<file path="src/rtl/c8_pkg.sv">
// ----------------------------------------------------------------------------
// c8_pkg
// Shared types and codes for the chip8 interpreter core: function codes,
// status codes, controller states, datapath commands and status.
// ----------------------------------------------------------------------------
package c8_pkg;

   localparam int MEMORY_SIZE_DEF   = 4096;
   localparam int STACK_DEPTH_DEF   = 16;
   localparam int SCREEN_WIDTH_DEF  = 64;
   localparam int SCREEN_HEIGHT_DEF = 32;
   localparam int ENTRY_ADDRESS_DEF = 512;
   localparam int REG_COUNT         = 16;

   // transaction function codes
   localparam logic [2:0] FN_EXEC = 3'd0;
   localparam logic [2:0] FN_TICK = 3'd1;
   localparam logic [2:0] FN_LOAD = 3'd2;
   localparam logic [2:0] FN_ROW  = 3'd3;
   localparam logic [2:0] FN_BYTE = 3'd4;

   localparam logic [1:0] STATUS_DONE        = 2'd0;
   localparam logic [1:0] STATUS_WAIT_KEY    = 2'd1;
   localparam logic [1:0] STATUS_STACK_FAULT = 2'd2;

   // opcode groups
   localparam logic [3:0] GRP_SYS   = 4'h0;
   localparam logic [3:0] GRP_JP    = 4'h1;
   localparam logic [3:0] GRP_CALL  = 4'h2;
   localparam logic [3:0] GRP_SE    = 4'h3;
   localparam logic [3:0] GRP_SNE   = 4'h4;
   localparam logic [3:0] GRP_SER   = 4'h5;
   localparam logic [3:0] GRP_LD    = 4'h6;
   localparam logic [3:0] GRP_ADD   = 4'h7;
   localparam logic [3:0] GRP_ALU   = 4'h8;
   localparam logic [3:0] GRP_SNER  = 4'h9;
   localparam logic [3:0] GRP_LDI   = 4'hA;
   localparam logic [3:0] GRP_JPV0  = 4'hB;
   localparam logic [3:0] GRP_RND   = 4'hC;
   localparam logic [3:0] GRP_DRW   = 4'hD;
   localparam logic [3:0] GRP_KEY   = 4'hE;
   localparam logic [3:0] GRP_MISC  = 4'hF;

   // alu sub-codes
   localparam logic [3:0] ALU_MOV = 4'h0;
   localparam logic [3:0] ALU_OR  = 4'h1;
   localparam logic [3:0] ALU_AND = 4'h2;
   localparam logic [3:0] ALU_XOR = 4'h3;
   localparam logic [3:0] ALU_ADD = 4'h4;
   localparam logic [3:0] ALU_SUB = 4'h5;
   localparam logic [3:0] ALU_SHR = 4'h6;
   localparam logic [3:0] ALU_SBN = 4'h7;
   localparam logic [3:0] ALU_SHL = 4'hE;

   // low-byte sub-codes
   localparam logic [7:0] NN_CLS    = 8'hE0;
   localparam logic [7:0] NN_RET    = 8'hEE;
   localparam logic [7:0] NN_SKP    = 8'h9E;
   localparam logic [7:0] NN_SKNP   = 8'hA1;
   localparam logic [7:0] NN_GET_DT = 8'h07;
   localparam logic [7:0] NN_KEY    = 8'h0A;
   localparam logic [7:0] NN_SET_DT = 8'h15;
   localparam logic [7:0] NN_SET_ST = 8'h18;
   localparam logic [7:0] NN_ADD_I  = 8'h1E;
   localparam logic [7:0] NN_FONT   = 8'h29;
   localparam logic [7:0] NN_BCD    = 8'h33;
   localparam logic [7:0] NN_STORE  = 8'h55;
   localparam logic [7:0] NN_BLOAD  = 8'h65;

   typedef enum logic [4:0] {
      ST_IDLE, ST_DISPATCH, ST_TICK, ST_LOAD, ST_RD_ISSUE, ST_RD_CAP,
      ST_FETCH_HI, ST_FETCH_LO, ST_READ_X, ST_READ_Y, ST_EXEC, ST_FLAG,
      ST_DRAW_RD, ST_DRAW_WR, ST_BCD, ST_STORE_RD, ST_STORE_WR,
      ST_BLK_RD, ST_BLK_WR, ST_FINISH
   } state_type;

   typedef enum logic [4:0] {
      OP_NONE, OP_LATCH, OP_TICK, OP_LOAD, OP_RD_ISSUE, OP_RD_CAP,
      OP_FETCH_HI, OP_FETCH_LO, OP_READ_X, OP_READ_Y, OP_EXEC, OP_FLAG,
      OP_DRAW_RD, OP_DRAW_WR, OP_BCD, OP_STORE_RD, OP_STORE_WR,
      OP_BLK_RD, OP_BLK_WR
   } dp_op_type;

   typedef enum logic [2:0] {
      KIND_PLAIN, KIND_ALU, KIND_DRAW, KIND_BCD, KIND_STORE, KIND_BLOAD
   } exec_kind_type;

   typedef struct packed {
      dp_op_type op;
      logic      out_load;
   } dp_cmd_type;

   typedef struct packed {
      logic [2:0]    func;
      exec_kind_type kind;
      logic          draw_more;
      logic          loop_last;
   } dp_stat_type;

endpackage

</file>
<file path="src/rtl/c8_ctrl.sv">
// ----------------------------------------------------------------------------
// c8_ctrl
// Sequencer for the chip8 core: steps the datapath through fetch, decode,
// execute and the multi-cycle loops, and owns the result valid flag.
// ----------------------------------------------------------------------------
module c8_ctrl import c8_pkg::*; (
   input  logic        clock,
   input  logic        reset,
   input  logic        req_valid,
   output logic        req_stall,
   output logic        rsp_valid,
   input  logic        rsp_stall,
   output dp_cmd_type  cmd,
   input  dp_stat_type stat
);

   state_type state_ff, state_in;
   logic      rsp_valid_ff, rsp_valid_in;
   logic      out_free;

   assign out_free  = !rsp_valid_ff || !rsp_stall;
   assign req_stall = (state_ff != ST_IDLE);
   assign rsp_valid = rsp_valid_ff;

   always_comb begin
      state_in = state_ff;
      unique case (state_ff)
         ST_IDLE:     if (req_valid) state_in = ST_DISPATCH;
         ST_DISPATCH: begin
            unique case (stat.func) inside
               FN_EXEC:         state_in = ST_FETCH_HI;
               FN_TICK:         state_in = ST_TICK;
               FN_LOAD:         state_in = ST_LOAD;
               FN_ROW, FN_BYTE: state_in = ST_RD_ISSUE;
               default:         state_in = ST_FINISH;
            endcase
         end
         ST_TICK:     state_in = ST_FINISH;
         ST_LOAD:     state_in = ST_FINISH;
         ST_RD_ISSUE: state_in = ST_RD_CAP;
         ST_RD_CAP:   state_in = ST_FINISH;
         ST_FETCH_HI: state_in = ST_FETCH_LO;
         ST_FETCH_LO: state_in = ST_READ_X;
         ST_READ_X:   state_in = ST_READ_Y;
         ST_READ_Y:   state_in = ST_EXEC;
         ST_EXEC: begin
            unique case (stat.kind)
               KIND_ALU:   state_in = ST_FLAG;
               KIND_DRAW:  state_in = ST_DRAW_RD;
               KIND_BCD:   state_in = ST_BCD;
               KIND_STORE: state_in = ST_STORE_RD;
               KIND_BLOAD: state_in = ST_BLK_RD;
               default:    state_in = ST_FINISH;
            endcase
         end
         ST_FLAG:     state_in = ST_FINISH;
         ST_DRAW_RD:  state_in = stat.draw_more ? ST_DRAW_WR : ST_FLAG;
         ST_DRAW_WR:  state_in = ST_DRAW_RD;
         ST_BCD:      if (stat.loop_last) state_in = ST_FINISH;
         ST_STORE_RD: state_in = ST_STORE_WR;
         ST_STORE_WR: state_in = stat.loop_last ? ST_FINISH : ST_STORE_RD;
         ST_BLK_RD:   state_in = ST_BLK_WR;
         ST_BLK_WR:   state_in = stat.loop_last ? ST_FINISH : ST_BLK_RD;
         ST_FINISH:   if (out_free) state_in = ST_IDLE;
         default:     state_in = ST_IDLE;
      endcase
   end

   always_comb begin
      cmd.op       = OP_NONE;
      cmd.out_load = 1'b0;
      unique case (state_ff)
         ST_IDLE:     cmd.op = req_valid ? OP_LATCH : OP_NONE;
         ST_TICK:     cmd.op = OP_TICK;
         ST_LOAD:     cmd.op = OP_LOAD;
         ST_RD_ISSUE: cmd.op = OP_RD_ISSUE;
         ST_RD_CAP:   cmd.op = OP_RD_CAP;
         ST_FETCH_HI: cmd.op = OP_FETCH_HI;
         ST_FETCH_LO: cmd.op = OP_FETCH_LO;
         ST_READ_X:   cmd.op = OP_READ_X;
         ST_READ_Y:   cmd.op = OP_READ_Y;
         ST_EXEC:     cmd.op = OP_EXEC;
         ST_FLAG:     cmd.op = OP_FLAG;
         ST_DRAW_RD:  cmd.op = OP_DRAW_RD;
         ST_DRAW_WR:  cmd.op = OP_DRAW_WR;
         ST_BCD:      cmd.op = OP_BCD;
         ST_STORE_RD: cmd.op = OP_STORE_RD;
         ST_STORE_WR: cmd.op = OP_STORE_WR;
         ST_BLK_RD:   cmd.op = OP_BLK_RD;
         ST_BLK_WR:   cmd.op = OP_BLK_WR;
         ST_FINISH:   cmd.out_load = out_free;
         default:     cmd.op = OP_NONE;
      endcase
   end

   always_comb begin
      if (cmd.out_load) begin
         rsp_valid_in = 1'b1;
      end else if (!rsp_stall) begin
         rsp_valid_in = 1'b0;
      end else begin
         rsp_valid_in = rsp_valid_ff;
      end
   end

   always_ff @(posedge clock) begin
      if (reset) begin
         state_ff     <= ST_IDLE;
         rsp_valid_ff <= 1'b0;
      end else begin
         state_ff     <= state_in;
         rsp_valid_ff <= rsp_valid_in;
      end
   end

endmodule

</file>
<file path="config.mk">
export PLATFORM = sky130hd
export DESIGN_NAME = c8_ctrl
export DESIGN_NICKNAME = d
export VERILOG_FILES = /design/src/rtl/c8_pkg.sv /design/src/rtl/c8_ctrl.sv
export SDC_FILE = /design/constraint.sdc
export NUM_CORES = 1
export LEC_CHECK = 0
export BUFFER_PORTS_ARGS = -buffer_cell sky130_fd_sc_hd__buf_4
export CAP_MARGIN = 20
export CORE_MARGIN = 2
export CORE_UTILIZATION = 53
export CTS_BUF_LIST = sky130_fd_sc_hd__clkbuf_8
export DETAILED_ROUTE_END_ITERATION = 16
export PLACE_DENSITY = 0.79
export SYNTH_ARGS = -nofsm -noshare
export SYNTH_HDL_FRONTEND = slang
export SYNTH_SLANG_ARGS = --single-unit
</file>
<file path="constraint.sdc">
create_clock -name clock -period 1.8 [get_ports clock]
set_input_delay 0.18 -clock clock [delete_from_list [all_inputs] [get_ports clock]]
set_output_delay 0.18 -clock clock [all_outputs]
set_load 0.005 [all_outputs]
</file>
==> metrics.csv <==
stage,metric,value,unit
drt,DRC Markers,0,
global_routing,global-route wire length before repair,3.31,mm
critical_path,data required time of the worst path,1.62,ns
layout,# diodes,0,
critical_path,RR Startpoint,state_ff[1]$_SDFFE_PP0P_,
drt,First-pass DRT Iterations,4,
synthesis,post-synthesis register bit count,6,
drt,DR vias/cell,6.31,
synthesis,syn_nets,113,
drt,Final ANT Viol Nets,0,
synthesis,"top cells by area, synth","dfxtp_1 16%, a21oi_1 5.4%, nand2b_1 5.1%",
critical_path,WP data arrival,1.53,ns
clock_network,H-Tree Depth,1,
synthesis,ys async rst share,0,%
clock_network,Clk Tree Root Cell,clkbuf_8,
die,Ports,20,
layout,Nets,135,
synthesis,Syn Inst Count,100,
clock_network,post-CTS setup buffer count,0,
sta,Final Setup Violations,0,
sta,Hold Slack,0.157,ns
die,FP Rows,13,
critical_path,"setup slack, reg-to-reg",0.22,ns
pwr,PD cells,1420,mW/mm^2
clock_network,worst-skew pair later-pin latency,0.23,ns
drt,met3 WL post-DR,166,um
critical_path,CP startpoint kind,flip-flop,
synthesis,ys flop type,dfxtp_1,
layout,final instance area,960,um^2
layout,Sequential Area,126,um^2
drt,met2 wire len,905,um
synthesis,"Seq/Total Area, Yosys",16.2,%
global_routing,aggregate global routing overflow,0,
clock_network,CTS tree,built,
outcome,status,completed,
sta,Max Slew Vio Count,0,
sta,slew margin rel.,64.3,%
synthesis,most common cell in the netlist,a21oi_1,
placement,Final GP Congestion,0.921,
clock_network,Worst-path clk slew,0.04,ns
global_routing,GRT Total Usage,23.9,%
global_routing,vias in the first global route,786,
synthesis,synth warn,0,
worst_hold_path,Hold Crit Class,in2reg,
drt,WL/cell,14.9,um
synthesis,synth cell count leaders,"8 x a21oi_1, 7 x nand2_1, 7 x nor2_1",
pwr,Leak,0.382,nW
die,die height,41.4,um
clock_network,CTS Buf Count,3,
placement,Post-Place Cell Area,902,um^2
sta,Worst Max-Slew Pin Slew,0.531,ns
die,Die W,41.4,um
critical_path,Worst Path Max Fanout,7,
drt,DR iter-0 viols,21,
synthesis,Mean Syn Cell Area,7.42,um^2
clock_network,clk sinks,6,
global_routing,antenna violations before repair,0,
pwr,worst vdd ir,0.864,mV
sta,clk_skew,0.00519,ns
synthesis,Synth top area share,16.2,%
die,Core Area,0.00130,mm^2
worst_hold_path,WHS Path Cells,2,
sta,setup ws final,0.0892,ns
placement,Final HPWL DP,1.50,mm
die,initial cell density of the core,57.0,%
sta,fin crit period,1.71,ns
drt,uppermost routed layer,met4,
drt,WL final,2.01,mm
sta,endpoints failing hold,0,
synthesis,number of synthesized flops with an enable pin,0,
worst_hold_path,Worst Hold Path EP,state_ff[4]$_SDFFE_PP0P_,
clock_network,Clock Tree Buf Depth,2,
synthesis,post-synth top area cell,dfxtp_1,
layout,filler cell count,105,
drt,M1 WL,887,um
worst_hold_path,hold path start,reset,
job,Max-Cap Viols,0,
sta,Max Freq,585,MHz
critical_path,kind of critical path,reg2out,
layout,area grow syn2layout,29.3,%
synthesis,Post-Syn Area,742,um^2
synthesis,Synth cell types,46,
layout,area of the multi-input gates,574,um^2
critical_path,Critical path origin,state_ff[2]$_SDFFE_PP0P_,
layout,layout cells sized above 1,35.8,%
critical_path,r2r endpoint,state_ff[4]$_SDFFE_PP0P_,
critical_path,r2r worst-path depth,4,
sta,crit share post-route,95.0,%
die,Die Area,0.00172,mm^2
drt,via count,852,
placement,Port Buf Inserts,19,
global_routing,largest net degree at the start of global routing,15,
critical_path,CP endpoint kind,primary output,
placement,Place WS,0.137,ns
sequential cells by signal (all words and copies together) (netlist names):
| signal | cells |
|---|---|
| state_ff | 5 |
| rsp_valid | 1 |
per-layer routing:
metal / vias up / track usage, %
met1: 378 / 31.3
met2: 45 / 35.3
li1: 421 / -
met3: 8 / 7.83
met5: - / 0
met4: 0 / 11.0
layout make-up:
type                       instances  share of cell area, %
sequential                         6                   13.2
timing repair buffer              24                   18.8
clock buffer                       3                   4.30
inverter                           5                   1.96
tap                               15                   1.96
multi-input combinational         82                   59.8
worst max-delay path by stage:
stage          slack [ns]                  endpoint
3_5_place_dp         0.14  state_ff[0]$_SDFFE_PP0P_
3_3_place_gp         0.21  state_ff[0]$_SDFFE_PP0P_
4_1_cts             0.004                    cmd[1]
2_1_floorplan        0.37  state_ff[0]$_SDFFE_PP0P_
6_report             0.09                    cmd[1]
5_1_grt             -0.02                    cmd[1]
cell usage in the layout, fill, tap and decap left out, types with 2 or more instances in the layout:
master	synthesis	layout
nor2b_1	3	3
a311oi_2	2	2
nor3_1	3	3
a21boi_0	2	2
nand3b_1	3	3
a2bb2oi_1	2	2
inv_1	5	5
clkbuf_8	0	3
nand2_1	7	7
nor2_1	7	7
nand4b_1	2	2
a21oi_1	8	8
o21ai_0	5	5
dfxtp_2	0	5
buf_4	1	24
nand2b_1	6	6
a41oi_1	2	2
or3_4	1	2
o32a_1	2	2
a31oi_1	2	2
mux2_2	2	2
worst max-delay path: stages (launching register included):
cell and delay (ns):
dfxtp_2 0.36, or3_4 0.42, nor3b_2 0.19, a21oi_1 0.05
o22ai_1 0.16, buf_4 0.13
logic make-up after synthesis:
kind of cell	Yosys count	synth area share, %
compound gates	36	35.9
fa+ha+maj	1	1.69
buf+inv	12	7.76
flops	6	16.2
mux	3	4.38
simple gates	42	34.1
per-stage QoR:
step | cells | total power, mW | util [%] | setup TNS (ns)
finish | 135 | 1.36 | 73.8 | 0
global route | 135 | 1.46 | 73.8 | -0.0159
CTS | 135 | 1.32 | 72.6 | 0
detailed placement | 132 | 1.10 | 69.3 | 0
global placement | 132 | 1.09 | 69.3 | 0
floorplan | 100 | 0.828 | - | 0
what timing repair did:
action,CTS,global route
endpoints found under the hold margin,0,0
hold buffers,0,0
pin swaps,0,0
resized for setup,1,6
endpoints found under the setup margin,1,2
where the power goes:
group / switching [mW] / total, mW / internal, mW
Combinational: 0.389 / 0.839 / 0.449
Clock: 0.0648 / 0.209 / 0.144
Sequential: 0.127 / 0.314 / 0.188
Total: 0.581 / 1.36 / 0.781
Power figures use the tool's default switching activity.
